### src/rtl/core/ame_pkg.sv
// ----------------------------------------------------------------------------
// Accumulator machine executor - shared definitions
// Opcodes, field widths and the item record passed along the pipeline.
// ----------------------------------------------------------------------------
package ame_pkg;

    localparam int REQ_W  = 4;
    localparam int DATA_W = 32;
    localparam int PC_W   = 10;

    // HLT parks the program counter this far past the end of the program
    localparam logic [PC_W-1:0] HALT_OFFSET = 10'd10;

    typedef enum logic [REQ_W-1:0] {
        OP_DEC = 4'd0,
        OP_LDA = 4'd1,
        OP_LDB = 4'd2,
        OP_LDI = 4'd3,
        OP_STR = 4'd4,
        OP_XCH = 4'd5,
        OP_JMP = 4'd6,
        OP_JZS = 4'd7,
        OP_JVS = 4'd8,
        OP_ADD = 4'd9,
        OP_HLT = 4'd10
    } t_op;

    // One instruction as it travels down the pipeline
    typedef struct packed {
        logic [REQ_W-1:0]  req_type;
        logic [DATA_W-1:0] operand;
        logic              err;
    } t_item;

endpackage

### src/rtl/core/ame_symidx.sv
// ----------------------------------------------------------------------------
// Symbol index unit
// Two pipeline stages that reduce the 32-bit operand modulo the symbol count:
// a byte fold, then a reciprocal multiply and a subtract.
// ----------------------------------------------------------------------------
module ame_symidx import ame_pkg::*; #(
    parameter int NUM_SYMBOLS = 16
) (
    input  logic                           i_clk,
    input  logic                           i_rst_n,
    input  logic                           i_valid,
    output logic                           o_stall,
    input  logic [REQ_W-1:0]               i_req_type,
    input  logic [DATA_W-1:0]              i_operand,
    output logic                           o_valid,
    output t_item                          o_item,
    output logic [$clog2(NUM_SYMBOLS)-1:0] o_idx,
    input  logic                           i_dn_ready
);

    localparam int SYM_W = $clog2(NUM_SYMBOLS);
    // Folded value stays below 4 * 255 * 255
    localparam int Y_W   = 18;
    localparam int M_SH  = 27;
    localparam int P_W   = Y_W + M_SH;
    localparam longint unsigned RECIP = (64'd1 << M_SH) / NUM_SYMBOLS + 1;
    localparam int C1 = 256 % NUM_SYMBOLS;
    localparam int C2 = 65536 % NUM_SYMBOLS;
    localparam int C3 = 16777216 % NUM_SYMBOLS;

    logic           r_a_v;
    t_item          r_a_item;
    logic [Y_W-1:0] r_a_y;
    logic           r_b_v;
    t_item          r_b_item;
    logic [Y_W-1:0] r_b_y;
    logic [Y_W-1:0] r_b_q;

    logic           a_ready;
    logic           b_ready;
    logic           take;
    logic [Y_W-1:0] fold_y;
    logic [P_W-1:0] recip_p;
    logic [Y_W-1:0] n_q;
    logic [Y_W-1:0] qn;
    logic [Y_W-1:0] rem;

    // Stage handshake: a stage moves on when the one after it has room
    assign b_ready = !r_b_v || i_dn_ready;
    assign a_ready = !r_a_v || b_ready;
    assign take    = i_valid && a_ready;
    assign o_stall = !a_ready;

    // Fold the operand bytes with their weights modulo the symbol count
    assign fold_y = Y_W'(i_operand[7:0])
                  + Y_W'(i_operand[15:8])  * Y_W'(C1)
                  + Y_W'(i_operand[23:16]) * Y_W'(C2)
                  + Y_W'(i_operand[31:24]) * Y_W'(C3);

    // Quotient of the folded value by reciprocal multiply
    assign recip_p = P_W'(r_a_y) * P_W'(RECIP);
    assign n_q     = recip_p[P_W-1:M_SH];

    // Remainder is the symbol index
    assign qn    = r_b_q * Y_W'(NUM_SYMBOLS);
    assign rem   = r_b_y - qn;
    assign o_idx = rem[SYM_W-1:0];

    assign o_valid = r_b_v;
    assign o_item  = r_b_item;

    // Stage valids
    always_ff @(posedge i_clk) begin
        if (!i_rst_n) begin
            r_a_v <= 1'b0;
            r_b_v <= 1'b0;
        end else begin
            if (a_ready) begin
                r_a_v <= i_valid;
            end
            if (b_ready) begin
                r_b_v <= r_a_v;
            end
        end
    end

    // Stage payloads
    always_ff @(posedge i_clk) begin
        if (take) begin
            r_a_item <= '{req_type: i_req_type, operand: i_operand, err: 1'b0};
            r_a_y    <= fold_y;
        end
        if (r_a_v && b_ready) begin
            r_b_item <= r_a_item;
            r_b_y    <= r_a_y;
            r_b_q    <= n_q;
        end
    end

endmodule

### src/rtl/core/ame_symtab.sv
// ----------------------------------------------------------------------------
// Symbol table stage
// Binds declared symbols to data addresses and looks up the data address of
// each load or store. Entries never declared read as address zero.
// ----------------------------------------------------------------------------
module ame_symtab import ame_pkg::*; #(
    parameter int NUM_SYMBOLS = 16,
    parameter int DATA_DEPTH  = 16
) (
    input  logic                           i_clk,
    input  logic                           i_rst_n,
    input  logic                           i_valid,
    input  t_item                          i_item,
    input  logic [$clog2(NUM_SYMBOLS)-1:0] i_idx,
    output logic                           o_ready,
    output logic                           o_valid,
    output t_item                          o_item,
    output logic [$clog2(DATA_DEPTH)-1:0]  o_addr,
    input  logic                           i_dn_ready
);

    localparam int ADDR_W = $clog2(DATA_DEPTH);
    localparam int CNT_W  = $clog2(DATA_DEPTH + 1);

    logic                   r_v;
    t_item                  r_item;
    logic [ADDR_W-1:0]      r_addr;
    logic [CNT_W-1:0]       r_free;
    logic [NUM_SYMBOLS-1:0] r_tab_vld;
    logic [ADDR_W-1:0]      r_tab [NUM_SYMBOLS];

    logic take;
    logic is_dec;
    logic full;
    logic dec_ok;

    assign o_ready = !r_v || i_dn_ready;
    assign take    = i_valid && o_ready;
    assign is_dec  = i_item.req_type == OP_DEC;
    assign full    = r_free == CNT_W'(DATA_DEPTH);
    assign dec_ok  = take && is_dec && !full;

    assign o_valid = r_v;
    assign o_item  = r_item;
    assign o_addr  = r_addr;

    // Stage valid, allocation pointer and entry valid bits
    always_ff @(posedge i_clk) begin
        if (!i_rst_n) begin
            r_v       <= 1'b0;
            r_free    <= '0;
            r_tab_vld <= '0;
        end else begin
            if (o_ready) begin
                r_v <= i_valid;
            end
            if (dec_ok) begin
                r_free           <= r_free + CNT_W'(1);
                r_tab_vld[i_idx] <= 1'b1;
            end
        end
    end

    // Table write on declare, registered lookup for everything else
    always_ff @(posedge i_clk) begin
        if (dec_ok) begin
            r_tab[i_idx] <= r_free[ADDR_W-1:0];
        end
        if (take) begin
            r_item <= '{req_type: i_item.req_type,
                        operand:  i_item.operand,
                        err:      is_dec && full};
            r_addr <= r_tab_vld[i_idx] ? r_tab[i_idx] : '0;
        end
    end

`ifndef SYNTHESIS
    a_free_bound: assert property (@(posedge i_clk) disable iff (!i_rst_n)
        r_free <= CNT_W'(DATA_DEPTH))
        else $error("allocation pointer past the data store");

    a_full_dec: assert property (@(posedge i_clk) disable iff (!i_rst_n)
        (take && is_dec && full) |=> (r_item.err && $stable(r_free)))
        else $error("declare on full store not flagged or pointer moved");
`endif

endmodule

### src/rtl/core/ame_dmem.sv
// ----------------------------------------------------------------------------
// Data store stage
// Reads the data word for each item and takes stores from the execute stage,
// with a bypass when a store and a read meet at the same address.
// ----------------------------------------------------------------------------
module ame_dmem import ame_pkg::*; #(
    parameter int DATA_DEPTH = 16
) (
    input  logic                          i_clk,
    input  logic                          i_rst_n,
    input  logic                          i_valid,
    input  t_item                         i_item,
    input  logic [$clog2(DATA_DEPTH)-1:0] i_addr,
    output logic                          o_ready,
    output logic                          o_valid,
    output t_item                         o_item,
    output logic [DATA_W-1:0]             o_data,
    input  logic                          i_dn_ready,
    input  logic [DATA_W-1:0]             i_acc_a
);

    localparam int ADDR_W = $clog2(DATA_DEPTH);

    logic                  r_v;
    t_item                 r_item;
    logic [ADDR_W-1:0]     r_addr;
    logic [DATA_W-1:0]     r_data;
    logic [DATA_DEPTH-1:0] r_dvld;
    logic [DATA_W-1:0]     r_mem [DATA_DEPTH];

    logic take;
    logic wr;

    assign o_ready = !r_v || i_dn_ready;
    assign take    = i_valid && o_ready;
    // A store writes as it leaves for the execute stage
    assign wr      = r_v && i_dn_ready && (r_item.req_type == OP_STR);

    assign o_valid = r_v;
    assign o_item  = r_item;
    assign o_data  = r_data;

    // Stage valid and word valid bits
    always_ff @(posedge i_clk) begin
        if (!i_rst_n) begin
            r_v    <= 1'b0;
            r_dvld <= '0;
        end else begin
            if (o_ready) begin
                r_v <= i_valid;
            end
            if (wr) begin
                r_dvld[r_addr] <= 1'b1;
            end
        end
    end

    // Store write and registered read with bypass
    always_ff @(posedge i_clk) begin
        if (wr) begin
            r_mem[r_addr] <= i_acc_a;
        end
        if (take) begin
            r_item <= i_item;
            r_addr <= i_addr;
            if (wr && (r_addr == i_addr)) begin
                r_data <= i_acc_a;
            end else if (r_dvld[i_addr]) begin
                r_data <= r_mem[i_addr];
            end else begin
                r_data <= '0;
            end
        end
    end

endmodule

### src/rtl/core/ame_exec.sv
// ----------------------------------------------------------------------------
// Execute stage
// Holds the architectural registers, flags and PC, applies one instruction per
// cycle while not stalled and presents the state after it as the result item.
// ----------------------------------------------------------------------------
module ame_exec import ame_pkg::*; (
    input  logic              i_clk,
    input  logic              i_rst_n,
    input  logic              i_cfg_wr_en,
    input  logic [PC_W-1:0]   i_cfg_wr_data,
    input  logic              i_valid,
    input  t_item             i_item,
    input  logic [DATA_W-1:0] i_data,
    output logic              o_ready,
    output logic [DATA_W-1:0] o_acc_a,
    output logic              o_valid,
    input  logic              i_stall,
    output logic [PC_W-1:0]   o_pc,
    output logic [DATA_W-1:0] o_reg_a,
    output logic [DATA_W-1:0] o_reg_b,
    output logic              o_zero_flag,
    output logic              o_overflow_flag,
    output logic              o_error
);

    logic [PC_W-1:0]   r_cfg;
    logic [PC_W-1:0]   r_pc;
    logic [DATA_W-1:0] r_a;
    logic [DATA_W-1:0] r_b;
    logic              r_zf;
    logic              r_of;
    logic              r_err;
    logic              r_ov;

    logic [PC_W-1:0]   n_pc;
    logic [DATA_W-1:0] n_a;
    logic [DATA_W-1:0] n_b;
    logic              n_zf;
    logic              n_of;

    logic              take;
    logic [PC_W-1:0]   seq_pc;
    logic [PC_W-1:0]   target;
    logic [DATA_W-1:0] sum;

    assign o_ready = !r_ov || !i_stall;
    assign take    = i_valid && o_ready;
    assign seq_pc  = r_pc + PC_W'(1);
    assign target  = i_item.operand[PC_W-1:0];
    assign sum     = r_a + r_b;

    // Next architectural state for the instruction in hand
    always_comb begin
        n_pc = seq_pc;
        n_a  = r_a;
        n_b  = r_b;
        n_zf = r_zf;
        n_of = r_of;
        case (i_item.req_type)
            OP_LDA: begin
                n_a = i_data;
            end
            OP_LDB: begin
                n_b = i_data;
            end
            OP_LDI: begin
                n_a = i_item.operand;
            end
            OP_XCH: begin
                n_a = r_b;
                n_b = r_a;
            end
            OP_JMP: begin
                n_pc = target;
            end
            OP_JZS: begin
                n_pc = r_zf ? target : seq_pc;
            end
            OP_JVS: begin
                n_pc = r_of ? target : seq_pc;
            end
            OP_ADD: begin
                n_a  = sum;
                n_zf = (sum == '0);
                // Signed overflow: like-signed operands, result sign differs
                n_of = ~(r_a[DATA_W-1] ^ r_b[DATA_W-1]) & (r_a[DATA_W-1] ^ sum[DATA_W-1]);
            end
            OP_HLT: begin
                n_pc = r_cfg + HALT_OFFSET;
            end
            default: begin
                // Declare, store and unused codes only advance the counter
                n_pc = seq_pc;
            end
        endcase
    end

    // Architectural state and result register
    always_ff @(posedge i_clk) begin
        if (!i_rst_n) begin
            r_cfg <= '0;
            r_pc  <= '0;
            r_a   <= '0;
            r_b   <= '0;
            r_zf  <= 1'b0;
            r_of  <= 1'b0;
            r_err <= 1'b0;
            r_ov  <= 1'b0;
        end else begin
            if (i_cfg_wr_en) begin
                r_cfg <= i_cfg_wr_data;
            end
            if (o_ready) begin
                r_ov <= i_valid;
            end
            if (take) begin
                r_pc  <= n_pc;
                r_a   <= n_a;
                r_b   <= n_b;
                r_zf  <= n_zf;
                r_of  <= n_of;
                r_err <= i_item.err;
            end
        end
    end

    assign o_acc_a         = r_a;
    assign o_valid         = r_ov;
    assign o_pc            = r_pc;
    assign o_reg_a         = r_a;
    assign o_reg_b         = r_b;
    assign o_zero_flag     = r_zf;
    assign o_overflow_flag = r_of;
    assign o_error         = r_err;

`ifndef SYNTHESIS
    a_halt_pc: assert property (@(posedge i_clk) disable iff (!i_rst_n)
        (take && (i_item.req_type == OP_HLT)) |=> (r_pc == $past(r_cfg) + HALT_OFFSET))
        else $error("halt did not park the program counter");

    a_flags_hold: assert property (@(posedge i_clk) disable iff (!i_rst_n)
        !(take && (i_item.req_type == OP_ADD)) |=> ($stable(r_zf) && $stable(r_of)))
        else $error("flags changed without an add");
`endif

endmodule

### src/rtl/core/accumulator_machine_executor_core.sv
// ----------------------------------------------------------------------------
// Accumulator machine executor
// Runs one instruction per item on a two-register accumulator machine and
// returns the machine state after each instruction.
// ----------------------------------------------------------------------------
// Takes one instruction per cycle while o_stall is low and returns one result
// item per instruction: the operand is reduced to a symbol index, the symbol
// table is read or updated, the data store is read, and the execute stage
// registers the result. Throughput is set by the execute stage, which updates
// A, B, the flags and the PC once per cycle unless i_stall holds it; its stores
// bypass to a later read of the same word. Symbol table and data store need no
// clearing pass after reset: per-entry valid bits make untouched entries read
// as zero. The user must write program_length through the configuration port
// while no instruction is in flight; the block does not enforce this.
module accumulator_machine_executor_core import ame_pkg::*; #(
    parameter int NUM_SYMBOLS = 16,
    parameter int DATA_DEPTH  = 16
) (
    input  logic                     i_clk,
    input  logic                     i_rst_n,
    input  logic                     i_cfg_wr_en,
    input  logic [PC_W-1:0]          i_cfg_wr_data,
    input  logic                     i_valid,
    output logic                     o_stall,
    input  logic [REQ_W-1:0]         i_req_type,
    input  logic signed [DATA_W-1:0] i_operand,
    output logic                     o_valid,
    input  logic                     i_stall,
    output logic [PC_W-1:0]          o_pc,
    output logic signed [DATA_W-1:0] o_reg_a,
    output logic signed [DATA_W-1:0] o_reg_b,
    output logic                     o_zero_flag,
    output logic                     o_overflow_flag,
    output logic                     o_error
);

    localparam int SYM_W  = $clog2(NUM_SYMBOLS);
    localparam int ADDR_W = $clog2(DATA_DEPTH);

    logic              idx_valid;
    t_item             idx_item;
    logic [SYM_W-1:0]  idx_sym;
    logic              tab_ready;
    logic              tab_valid;
    t_item             tab_item;
    logic [ADDR_W-1:0] tab_addr;
    logic              mem_ready;
    logic              mem_valid;
    t_item             mem_item;
    logic [DATA_W-1:0] mem_data;
    logic              exe_ready;
    logic [DATA_W-1:0] exe_acc_a;

    // Operand to symbol index
    ame_symidx #(
        .NUM_SYMBOLS (NUM_SYMBOLS)
    ) u_symidx (
        .i_clk      (i_clk),
        .i_rst_n    (i_rst_n),
        .i_valid    (i_valid),
        .o_stall    (o_stall),
        .i_req_type (i_req_type),
        .i_operand  (i_operand),
        .o_valid    (idx_valid),
        .o_item     (idx_item),
        .o_idx      (idx_sym),
        .i_dn_ready (tab_ready)
    );

    // Symbol binding and address lookup
    ame_symtab #(
        .NUM_SYMBOLS (NUM_SYMBOLS),
        .DATA_DEPTH  (DATA_DEPTH)
    ) u_symtab (
        .i_clk      (i_clk),
        .i_rst_n    (i_rst_n),
        .i_valid    (idx_valid),
        .i_item     (idx_item),
        .i_idx      (idx_sym),
        .o_ready    (tab_ready),
        .o_valid    (tab_valid),
        .o_item     (tab_item),
        .o_addr     (tab_addr),
        .i_dn_ready (mem_ready)
    );

    // Data store read and store write
    ame_dmem #(
        .DATA_DEPTH (DATA_DEPTH)
    ) u_dmem (
        .i_clk      (i_clk),
        .i_rst_n    (i_rst_n),
        .i_valid    (tab_valid),
        .i_item     (tab_item),
        .i_addr     (tab_addr),
        .o_ready    (mem_ready),
        .o_valid    (mem_valid),
        .o_item     (mem_item),
        .o_data     (mem_data),
        .i_dn_ready (exe_ready),
        .i_acc_a    (exe_acc_a)
    );

    // Execute and result register
    ame_exec u_exec (
        .i_clk           (i_clk),
        .i_rst_n         (i_rst_n),
        .i_cfg_wr_en     (i_cfg_wr_en),
        .i_cfg_wr_data   (i_cfg_wr_data),
        .i_valid         (mem_valid),
        .i_item          (mem_item),
        .i_data          (mem_data),
        .o_ready         (exe_ready),
        .o_acc_a         (exe_acc_a),
        .o_valid         (o_valid),
        .i_stall         (i_stall),
        .o_pc            (o_pc),
        .o_reg_a         (o_reg_a),
        .o_reg_b         (o_reg_b),
        .o_zero_flag     (o_zero_flag),
        .o_overflow_flag (o_overflow_flag),
        .o_error         (o_error)
    );

endmodule

### config.mk
export PLATFORM = sky130hd
export DESIGN_NAME = accumulator_machine_executor_core
export DESIGN_NICKNAME = d
export VERILOG_FILES = /design/src/rtl/core/ame_pkg.sv /design/src/rtl/core/ame_symidx.sv /design/src/rtl/core/ame_symtab.sv /design/src/rtl/core/ame_dmem.sv /design/src/rtl/core/ame_exec.sv /design/src/rtl/core/accumulator_machine_executor_core.sv
export SDC_FILE = /design/constraint.sdc
export NUM_CORES = 1
export LEC_CHECK = 0
export ABC_AREA = 1
export BUFFER_PORTS_ARGS = -buffer_cell sky130_fd_sc_hd__clkbuf_2
export CORE_ASPECT_RATIO = 0.8
export CORE_MARGIN = 5
export CORE_UTILIZATION = 50
export DETAILED_ROUTE_END_ITERATION = 8
export GPL_ROUTABILITY_DRIVEN = 1
export PLACE_DENSITY = 0.71
export SLEW_MARGIN = 25
export SYNTH_ARGS = -nofsm -noshare
export SYNTH_HDL_FRONTEND = slang
export SYNTH_HIERARCHICAL = 1
export SYNTH_SLANG_ARGS = --single-unit
### constraint.sdc
create_clock -name i_clk -period 6.36 [get_ports i_clk]
set_input_delay 0.318 -clock i_clk [delete_from_list [all_inputs] [get_ports i_clk]]
set_output_delay 0.318 -clock i_clk [all_outputs]
set_load 0.01 [all_outputs]
### Word level (Yosys, flattened, before mapping)

Memory sizes are Yosys's and may differ from the RTL's. A register that Yosys moved wholly into a read port is not among the register bits.
Cells that the tools add are included.

| word-level totals | value |
|---|---|
| flip-flop bits (word level) | 319 |
| RAM bits | 576 |
| input bits | 51 |
| output and inout port bits | 79 |
| word-level logic and storage cells | 111 |
| memories | 2 |

| cells by class | value |
|---|---|
| add/sub/neg operators | 5 |
| order comparisons | 5 |
| equal/unequal tests | 12 |
| muxes and demuxes | 19 |
| bitwise logic cells | 6 |
| reduce and logical (&&, ||, !) cells | 33 |

Memories:

| name | words | bits a word | rd ports | clocked after memory_dff | write ports | RTL line | text |
|---|---|---|---|---|---|---|---|
| u_dmem.r_mem | 16 | 32 | 1 | 0 | 1 | ame_dmem.sv:29 | `logic [DATA_W-1:0] r_mem [DATA_DEPTH];` |
| u_symtab.r_tab | 16 | 4 | 1 | 1 | 1 | ame_symtab.sv:30 | `logic [ADDR_W-1:0] r_tab [NUM_SYMBOLS];` |

Operator list:

| operator | number |
|---|---|
| 32-bit one-hot mux with 4 select lines | 1 |
| 32-bit two-way mux | 2 |
| 32-bit one-hot mux with 2 select lines | 1 |
| 10-bit one-hot mux with 4 select lines | 1 |
| 32-bit adder | 1 |
| 32-bit zero test | 1 |
| 16-bit bitwise OR | 2 |
| 10-bit two-way mux | 2 |
| 4-bit by 3-bit equality test with 1-bit output (second input constant) | 4 |
| 4-bit by 5-bit < comparator with 1-bit output (second input constant) | 3 |
| 4-bit equality test (second input constant) | 3 |
| 1-bit logical AND | 12 |
| 10-bit by 1-bit adder with 10-bit output (second input constant) | 1 |
| 10-bit by 4-bit adder with 10-bit output (second input constant) | 1 |
| 1-bit zero test | 9 |
| 1-bit binary-select mux with 4-bit select | 2 |
| 1-bit demux with 4-bit select | 2 |
| 4-bit by 2-bit equality test with 1-bit output (second input constant) | 2 |
| 4-bit by 1-bit >= comparator with 1-bit output (second input constant) | 2 |
| 1-bit two-way mux | 8 |
| 2-bit AND reduction | 3 |
| 5-bit by 1-bit adder with 5-bit output (second input constant) | 1 |
| 5-bit equality test (second input constant) | 1 |
| 1-bit logical OR | 5 |
| 9 further kinds | 10 |

### Depth between registers and ports, before layout

Gate-level depths: netlist (run 1).

| logic depth | value |
|---|---|
| depth after elaboration | 9 |
| mapped depth | 17 |

### By module

The synthesis (run 1) kept the hierarchy.

By module, submodules not included:

| module | instances | cells an instance | area each (µm²) |
|---|---|---|---|
| ame_dmem | 1 | 2386 | 25528.2 |
| ame_exec | 1 | 1250 | 7352.1 |
| ame_symtab | 1 | 503 | 5139.9 |
| ame_symidx | 1 | 92 | 2302.2 |

### Worst setup path before layout (run 1)

Ideal clock, no wire load.

| timing | value |
|---|---|
| kind | register -> register |
| start point | reg u_exec.r_ov, in the netlist u_exec/o_valid |
| end point | reg u_dmem.r_data[0], in the netlist u_dmem/o_data[0], enable pin |
| library setup time | 528 ps |
| data arrival time | 4026 ps |
| path slack | 1806 ps |
| stages on the path, launching flop included | 4 |
| clock period less this slack | 4554 ps |
| cells stage by stage | dfxtp_1 > nand2_1 > inv_1 > a21oi_1 |

| on the way | value |
|---|---|
| longest elaborated chain between the ends | 4 |

Ends and longest elaborated chain:

| what | RTL line | text |
|---|---|---|
| from (decl) | ame_exec.sv:33 | `logic r_ov;` |
| from (signal assigned) | ame_exec.sv:114 | `r_ov <= i_valid;` |
| 1-bit zero test | ame_exec.sv:46 | `assign o_ready = !r_ov \|\| !i_stall;` |
| 1-bit logical OR | ame_exec.sv:46 |  |
| named net exe_ready | accumulator_machine_executor_core.sv:51 | `logic exe_ready;` |
| 1-bit logical OR | ame_dmem.sv:34 | `assign o_ready = !r_v \|\| i_dn_ready;` |
| 1-bit logical AND | ame_dmem.sv:35 | `assign take = i_valid && o_ready;` |
| named net u_dmem.take | ame_dmem.sv:31 | `logic take;` |
| to (signal assigned) | ame_dmem.sv:67 | `r_data <= i_acc_a;` |
| to (signal assigned) | ame_dmem.sv:69 | `r_data <= r_mem[i_addr];` |
| to (decl) | ame_dmem.sv:27 | `logic [DATA_W-1:0] r_data;` |

The timed path passes the listed nets, and every way through them passes these cells.
A chain may end at the register's enable or synchronous reset.

### Final worst setup path (run 1)

| timing | value |
|---|---|
| start point | reg u_dmem.r_item, in the netlist u_dmem/o_item[34] |
| end point | reg u_exec.r_a[16], in the netlist u_exec/o_acc_a[16] |

| on the way | value |
|---|---|
| longest elaborated chain between the ends | 3 |
| elaborated cells between the ends (all ways) | 7 |

Ends and longest elaborated chain:

| what | RTL line | text |
|---|---|---|
| from (decl) | ame_dmem.sv:25 | `t_item r_item;` |
| from (signal assigned) | ame_dmem.sv:64 | `r_item <= i_item;` |
| 4-bit by 1-bit equality test with 1-bit output (tied with other cells) | ame_exec.sv:59 | `case (i_item.req_type)` |
| 4-bit nonzero test (no line) | -- |  |
| 2-bit AND reduction (no line) | -- |  |
| to (signal assigned) | ame_exec.sv:118 | `r_a <= n_a;` |
| to (decl) | ame_exec.sv:28 | `logic [DATA_W-1:0] r_a;` |

Parallel ways exist; a longest one is shown, timed or not.

==> impl_metrics.csv, run 1 <==
group,metric,value,unit
worst_setup_path,crit_chain,"inv_2 > nand2_4 > nor2_4 > inv_1 > o211ai_1 > nand2_1 > buf_4 > inv_1 > o21ai_0 > o221ai_1 > inv_1",
clocking,path_clk_slew,60,ps
routing,final_antenna_net_count,0,
grt,grt-ovfl-total,0,
pwr,power_switching,2410,µW
worst_setup_path,critical_path.top_delay_family,"buffers and inverters",
floorplanning,ioPinCount,130,
grt,grt_antenna_before_repair,0,
synth,ys_warn_count,6,
sta,final.setup_skew,25.2,ps
layout,stdcell_count,5434,
routing,first_pass_iters,6,
pwr,max-vdd-ir-drop,0.268,mV
routing,vias,29500,
pwr,total_power,11600,µW
layout,area_growth,10.7,%
place,postPlaceCellArea,41500,µm²
pwr,p_leak,0.0191,µW
status,status,"complete, no violations",
floorplanning,start_util,0.503,
sta,finalHoldViolations,0,
place,place.gp.congestion,0.950,
worst_setup_path,required,6890,ps
clocking,insertion_delay,640,ps
routing,via_per_inst,5.42,
layout,antenna_cells,0,
sta,rsz0062_at_grt,"no",
worst_setup_path,worstSetupPathType,"reg -> reg",
pwr,intPower,9190,µW
layout,fin_area,44600,µm²
grt,grt_max_degree,191,
sta,fmax,0.278,GHz
worst_setup_path,cp_common_cell,"inv_1",
routing,wl_per_cell,19.3,µm
synth,syn-num-nets,4316,
place,port_buffers,129,
routing,drc_errors,0,
sta,setup_viol,0,
pwr,p_clk_frac,0.422,
worst_hold_path,worst_hold_path_type,"in -> reg",
place,pre_cts_ws,2890,ps
pwr,seq_power_share,0.550,
pwr,power_density,260,nW/µm²
clocking,cts.path.max_buffers,3,
floorplanning,die_area,86400,µm²
clocking,cts_buffers,84,
worst_setup_path,crit_arrival,4130,ps
clocking,post_cts_buffers,0,
place,dp_cells,5235,
synth,syn_area_per_cell,9.53,µm²
pwr,power_frac_comb,0.028,
worst_setup_path,rr_startpoint,"u_dmem/o_item[34]$_DFFE_PP_",
flow_run,maxCapViolations,0,
worst_setup_path,crit_path_start_kind,"flop",
grt,grt_pass1_vias,27300,
routing,drt_iter0_markers,3514,
floorplanning,core_area,80200,µm²
worst_setup_path,max_stage_delay,630,ps
floorplanning,fp.dieW,327,µm
sta,slew_headroom,0.243,
place,hpwl,61400,µm
sta,finalWorstSetupSlack,2760,ps
sta,tightest_slew,1140,ps
pwr,p_sw_frac,0.208,
clocking,cts_tree,"yes",
layout,fillers,6712,
floorplanning,rows,93,
sta,fin_setup_tns,0,ps
grt,grt_pass1_wl,161000,µm
worst_setup_path,path_max_fanout,44,
clocking,htreeDepth,3,
clocking,cts-root-buf,"clkbuf_16",
sta,timing.final.crit_period,3600,ps
synth,syn_inst,4229,
floorplanning,fp.dieH,264,µm
sta,min_period_over_period,0.565,
clocking,cts_sinks,891,
routing,wl,105000,µm
grt,track_usage,0.237,
clocking,cts_resized,0,
worst_setup_path,slowest_stage,"inv_1",
synth,syn_area,40300,µm²
worst_hold_path,min_from,"i_cfg_wr_data[2]",
worst_setup_path,cp_num_buf_inv,5,
layout,drive_gt1_frac,0.0809,
worst_setup_path,startpoint,"u_dmem/o_item[34]$_DFFE_PP_",
sta,drv_slew,0,
worst_setup_path,end_kind,"flop",
layout,fin_nets,4411,
final timing paths:
path	depth (start not counted)	slack, ps	end
setup / recovery	11	2760	u_exec/o_acc_a[16]$_SDFFE_PN0P_
hold / removal	3	60	u_exec/r_cfg[2]$_SDFFE_PN0P_
setup reg to reg	11	2760	u_exec/o_acc_a[16]$_SDFFE_PN0P_
hold reg to reg	0	400	u_symidx/o_item[32]$_DFFE_PP_
worst register-to-register path: stages, from the launching register on:
cell and delay, ps:
edfxtp_1 430, inv_2 160, nand2_4 80, nor2_4 580, inv_1 540, o211ai_1 230, nand2_1 70, buf_4 320
inv_1 640, o21ai_0 210, o221ai_1 200, inv_1 50
placed cells by master, fill, tap and decap left out, drive strengths merged, types with 2 or more instances in the layout:
master	count
o21ai	106
clkinvlp	2
inv	598
xnor2	2
clkinv	32
nand2	1434
a21oi	108
nand3	517
dfxtp	129
edfxtp	762
o221a	3
nor2	193
dlygate4sd3	48
ha	35
xor2	6
or2	3
nand4	18
o211ai	12
nand3b	3
a221oi	13
o21bai	2
o221ai	5
buf	51
clkbuf	240
a41oi	3
a22oi	2
bufinv	5
a31oi	36
nor3	12
flip-flops by register name, summed over array words and instances (netlist names), 4 cells and up:
register	cells
u_dmem/r_mem	512
u_symtab/r_tab	64
u_dmem/o_item	37
u_symtab/o_item	37
u_symidx/o_item	36
u_symidx/r_a_item	36
u_dmem/o_data	32
u_exec/o_acc_a	32
u_exec/o_reg_b	32
u_dmem/r_dvld	16
u_symtab/r_tab_vld	16
u_exec/o_pc	10
u_exec/r_cfg	10
u_symtab/r_free	5
u_dmem/r_addr	4
u_symtab/o_addr	4
power groups by stage:
stage / registers, µW / clock network [µW] / logic (µW)
final: 6380 / 4900 / 323
after detailed placement: 6510 / 0 / 293
after global placement: 6500 / 0 / 289
after CTS: 6380 / 4960 / 319
after global routing: 6380 / 5230 / 354
after floorplan: 6490 / 0 / 208
area by class of cell:
| class | count | area (µm²) | area share |
|---|---|---|---|
| Inverter | 597 | 2260 | 0.0505 |
| Sequential cell | 891 | 25500 | 0.571 |
| Multi-Input combinational cell | 2522 | 11400 | 0.256 |
| Clock buffer | 111 | 2290 | 0.0512 |
| Clock inverter | 40 | 363 | 0.00813 |
| Timing Repair Buffer | 228 | 1530 | 0.0344 |
| Tap cell | 1045 | 1310 | 0.0293 |
per-stage QoR:
stage / util / hold WS [ps]
2_1_floorplan: - / 400
3_3_place_gp: 0.518 / 402
3_5_place_dp: 0.518 / 405
4_1_cts: 0.557 / 25.6
5_1_grt: 0.557 / 40.3
6_report: 0.557 / 56.1
timing repair:
action,4_1_cts,5_1_grt
hold buffers,48,0
setup endpoints to repair,0,0
endpoints found under the hold margin,47,0
layer usage:
| metal | global-route usage | vias to the layer above | wire length, µm |
|---|---|---|---|
| li1 | - | 14000 | - |
| met1 | 0.342 | 13900 | 44100 |
| met2 | 0.378 | 1369 | 49000 |
| met3 | 0.0314 | 179 | 8770 |
| met4 | 0.0707 | 0 | 3030 |
| met5 | 0 | - | 0 |
No activity file was read; power rests on OpenSTA's default activity.
==> inputs of run 2 (changes only) <==
ABC_AREA = 0   (was 1)
PLACE_DENSITY = 0.72   (was 0.71)
clock period = 3.5 ns   (was 6.36 ns; I/O delays follow)
==> impl_metrics.csv, run 2 <==
group,metric,value,unit
sta,rsz0062_at_grt,"yes",
pwr,intPower,16600,µW
floorplanning,fp.dieH,252,µm
clocking,cts_buffers,81,
grt,grt_pass1_vias,21300,
worst_hold_path,worst_hold_path_type,"in -> reg",
layout,fin_nets,2491,
grt,grt-ovfl-total,0,
flow_run,maxCapViolations,0,
routing,via_per_inst,6.21,
sta,slew_headroom,0.301,
grt,grtUsageMet3,0.0640,
worst_setup_path,end_kind,"flop",
routing,drt_iter0_markers,2305,
routing,drc_errors,0,
place,hpwl,55000,µm
sta,setup_viol,0,
place,pre_cts_ws,-26.6,ps
grt,grt_antenna_before_repair,0,
grt,grt_max_degree,74,
synth,syn_area_per_cell,16.7,µm²
sta,whs,81.3,ps
pwr,max-vdd-ir-drop,0.439,mV
layout,final_common_cell,"edfxtp_1",
layout,reg.largest.list,"u_dmem/r_mem x512, u_symtab/r_tab x64",
worst_setup_path,path_max_fanout,4,
worst_setup_path,crit_path_start_kind,"flop",
routing,wl_per_cell,26.5,µm
floorplanning,core_area,72300,µm²
synth,syn-num-nets,2283,
clocking,cts_tree,"yes",
floorplanning,start_util,0.506,
synth,syn_area,36600,µm²
grt,grt_pass1_wl,135000,µm
pwr,total_power,20600,µW
sta,timing.final.crit_period,3410,ps
clocking,insertion_delay,650,ps
pwr,seq_power_share,0.558,
worst_setup_path,crit_arrival,3980,ps
clocking,cts-root-buf,"clkbuf_16",
synth,syn_inst,2196,
pwr,power_switching,4070,µW
clocking,path_clk_slew,60,ps
worst_setup_path,required,4070,ps
floorplanning,die_area,78700,µm²
pwr,power_frac_comb,0.020,
routing,vias,21200,
synth,ys_warn_count,6,
sta,fin_setup_tns,0,ps
grt,track_usage,0.226,
layout,regMostFlops,"u_dmem/r_mem",
layout,antenna_cells,0,
floorplanning,rows,88,
clocking,cts_sinks,891,
pwr,p_leak,0.0141,µW
routing,wl,90300,µm
pwr,power_density,492,nW/µm²
place,place.gp.congestion,0.917,
layout,largest_reg_flops,512,
clocking,htreeDepth,3,
layout,area_growth,14.5,%
sta,finalWorstSetupSlack,92.4,ps
sta,final.setup_skew,24.3,ps
routing,first_pass_iters,6,
sta,tightest_slew,1050,ps
routing,final_antenna_net_count,0,
sta,finalHoldViolations,0,
worst_setup_path,worstSetupPathType,"reg -> reg",
clocking,cts.path.max_buffers,3,
grt,grt_use_met2,0.349,
grt,use_met1,0.322,
sta,drv_slew,0,
status,status,"complete, no violations",
pwr,p_sw_frac,0.197,
pwr,p_clk_frac,0.422,
place,port_buffers,129,
layout,layout.cells.most_common_list,"762 x edfxtp_1, 148 x mux4_2, 129 x clkbuf_2, 129 x dfxtp_1, 97 x buf_4",
sta,min_period_over_period,0.974,
floorplanning,fp.dieW,312,µm
grt,busiest_layer,"met2",
sta,fmax,0.293,GHz
floorplanning,ioPinCount,130,
layout,drive_gt1_frac,0.257,
-- run 2: stage by stage --
stage                     instance area (µm²)  utilization  instances
after global routing                    41900        0.579       3415
final                                   41900        0.579       3415
after global placement                  38700        0.535       3213
after detailed placement                38700        0.536       3215
after CTS                               41800        0.578       3413
after floorplan                         36600            -       2196
-- run 2: layout make-up --
cell class | instances | area (µm²)
Clock inverter | 36 | 379
Fill cell | 5330 | 30400
Multi-Input combinational cell | 1121 | 10400
Inverter | 19 | 71.3
Timing Repair Buffer | 290 | 2170
Tap cell | 945 | 1180
Clock buffer | 113 | 2220
Sequential cell | 891 | 25500
-- run 2: what timing repair did --
| item | 4_1_cts | 5_1_grt |
|---|---|---|
| resized for setup | 2 | 7 |
| gates cloned | 0 | 0 |
| buffers inserted | 1 | 1 |
| pin swaps | 1 | 2 |
| hold endpoints to repair | 55 | 0 |
| hold buffers | 48 | 0 |
| setup endpoints to repair | 1 | 2 |
-- run 2: path summary, 6_finish.rpt --
check | end | cells after the start | slack, ps | start
max | u_exec/o_zero_flag$_SDFFE_PN0P_ | 13 | 90 | u_exec/o_reg_b[0]$_SDFFE_PN0P_
min reg2reg | u_dmem/o_item[35]$_DFFE_PP_ | 0 | 420 | u_symtab/o_item[35]$_DFFE_PP_
min | u_exec/r_cfg[4]$_SDFFE_PN0P_ | 3 | 80 | i_cfg_wr_en
max reg2reg | u_exec/o_zero_flag$_SDFFE_PN0P_ | 13 | 90 | u_exec/o_reg_b[0]$_SDFFE_PN0P_
-- run 2: worst max-delay path, stage by stage (launching register included) --
cell and delay (ps):
dfxtp_1 320, ha_2 210, fa_2 400, a211oi_4 260, o21ai_2 130, a21o_1 210
a21oi_2 150, xnor2_1 90, or3_1 380, or4_4 550, nor4_2 280, buf_4 180
nand4b_1 90, o21ai_1 80
-- run 2: power by group through the flow --
stage               logic (µW)  clock network [µW]  registers [µW]
finish                     415                8710           11500
detailed placement         366                   0           11700
global route               443                9350           11500
global placement           353                   0           11700
CTS                        412                8870           11500
floorplan                  227                   0           11700
-- run 2: metal layers --
| metal | part of all wire | wire length (µm) |
|---|---|---|
| met5 | 0 | 0 |
| met4 | 0.025 | 2280 |
| met3 | 0.094 | 8450 |
| met2 | 0.46 | 41600 |
| met1 | 0.42 | 38000 |
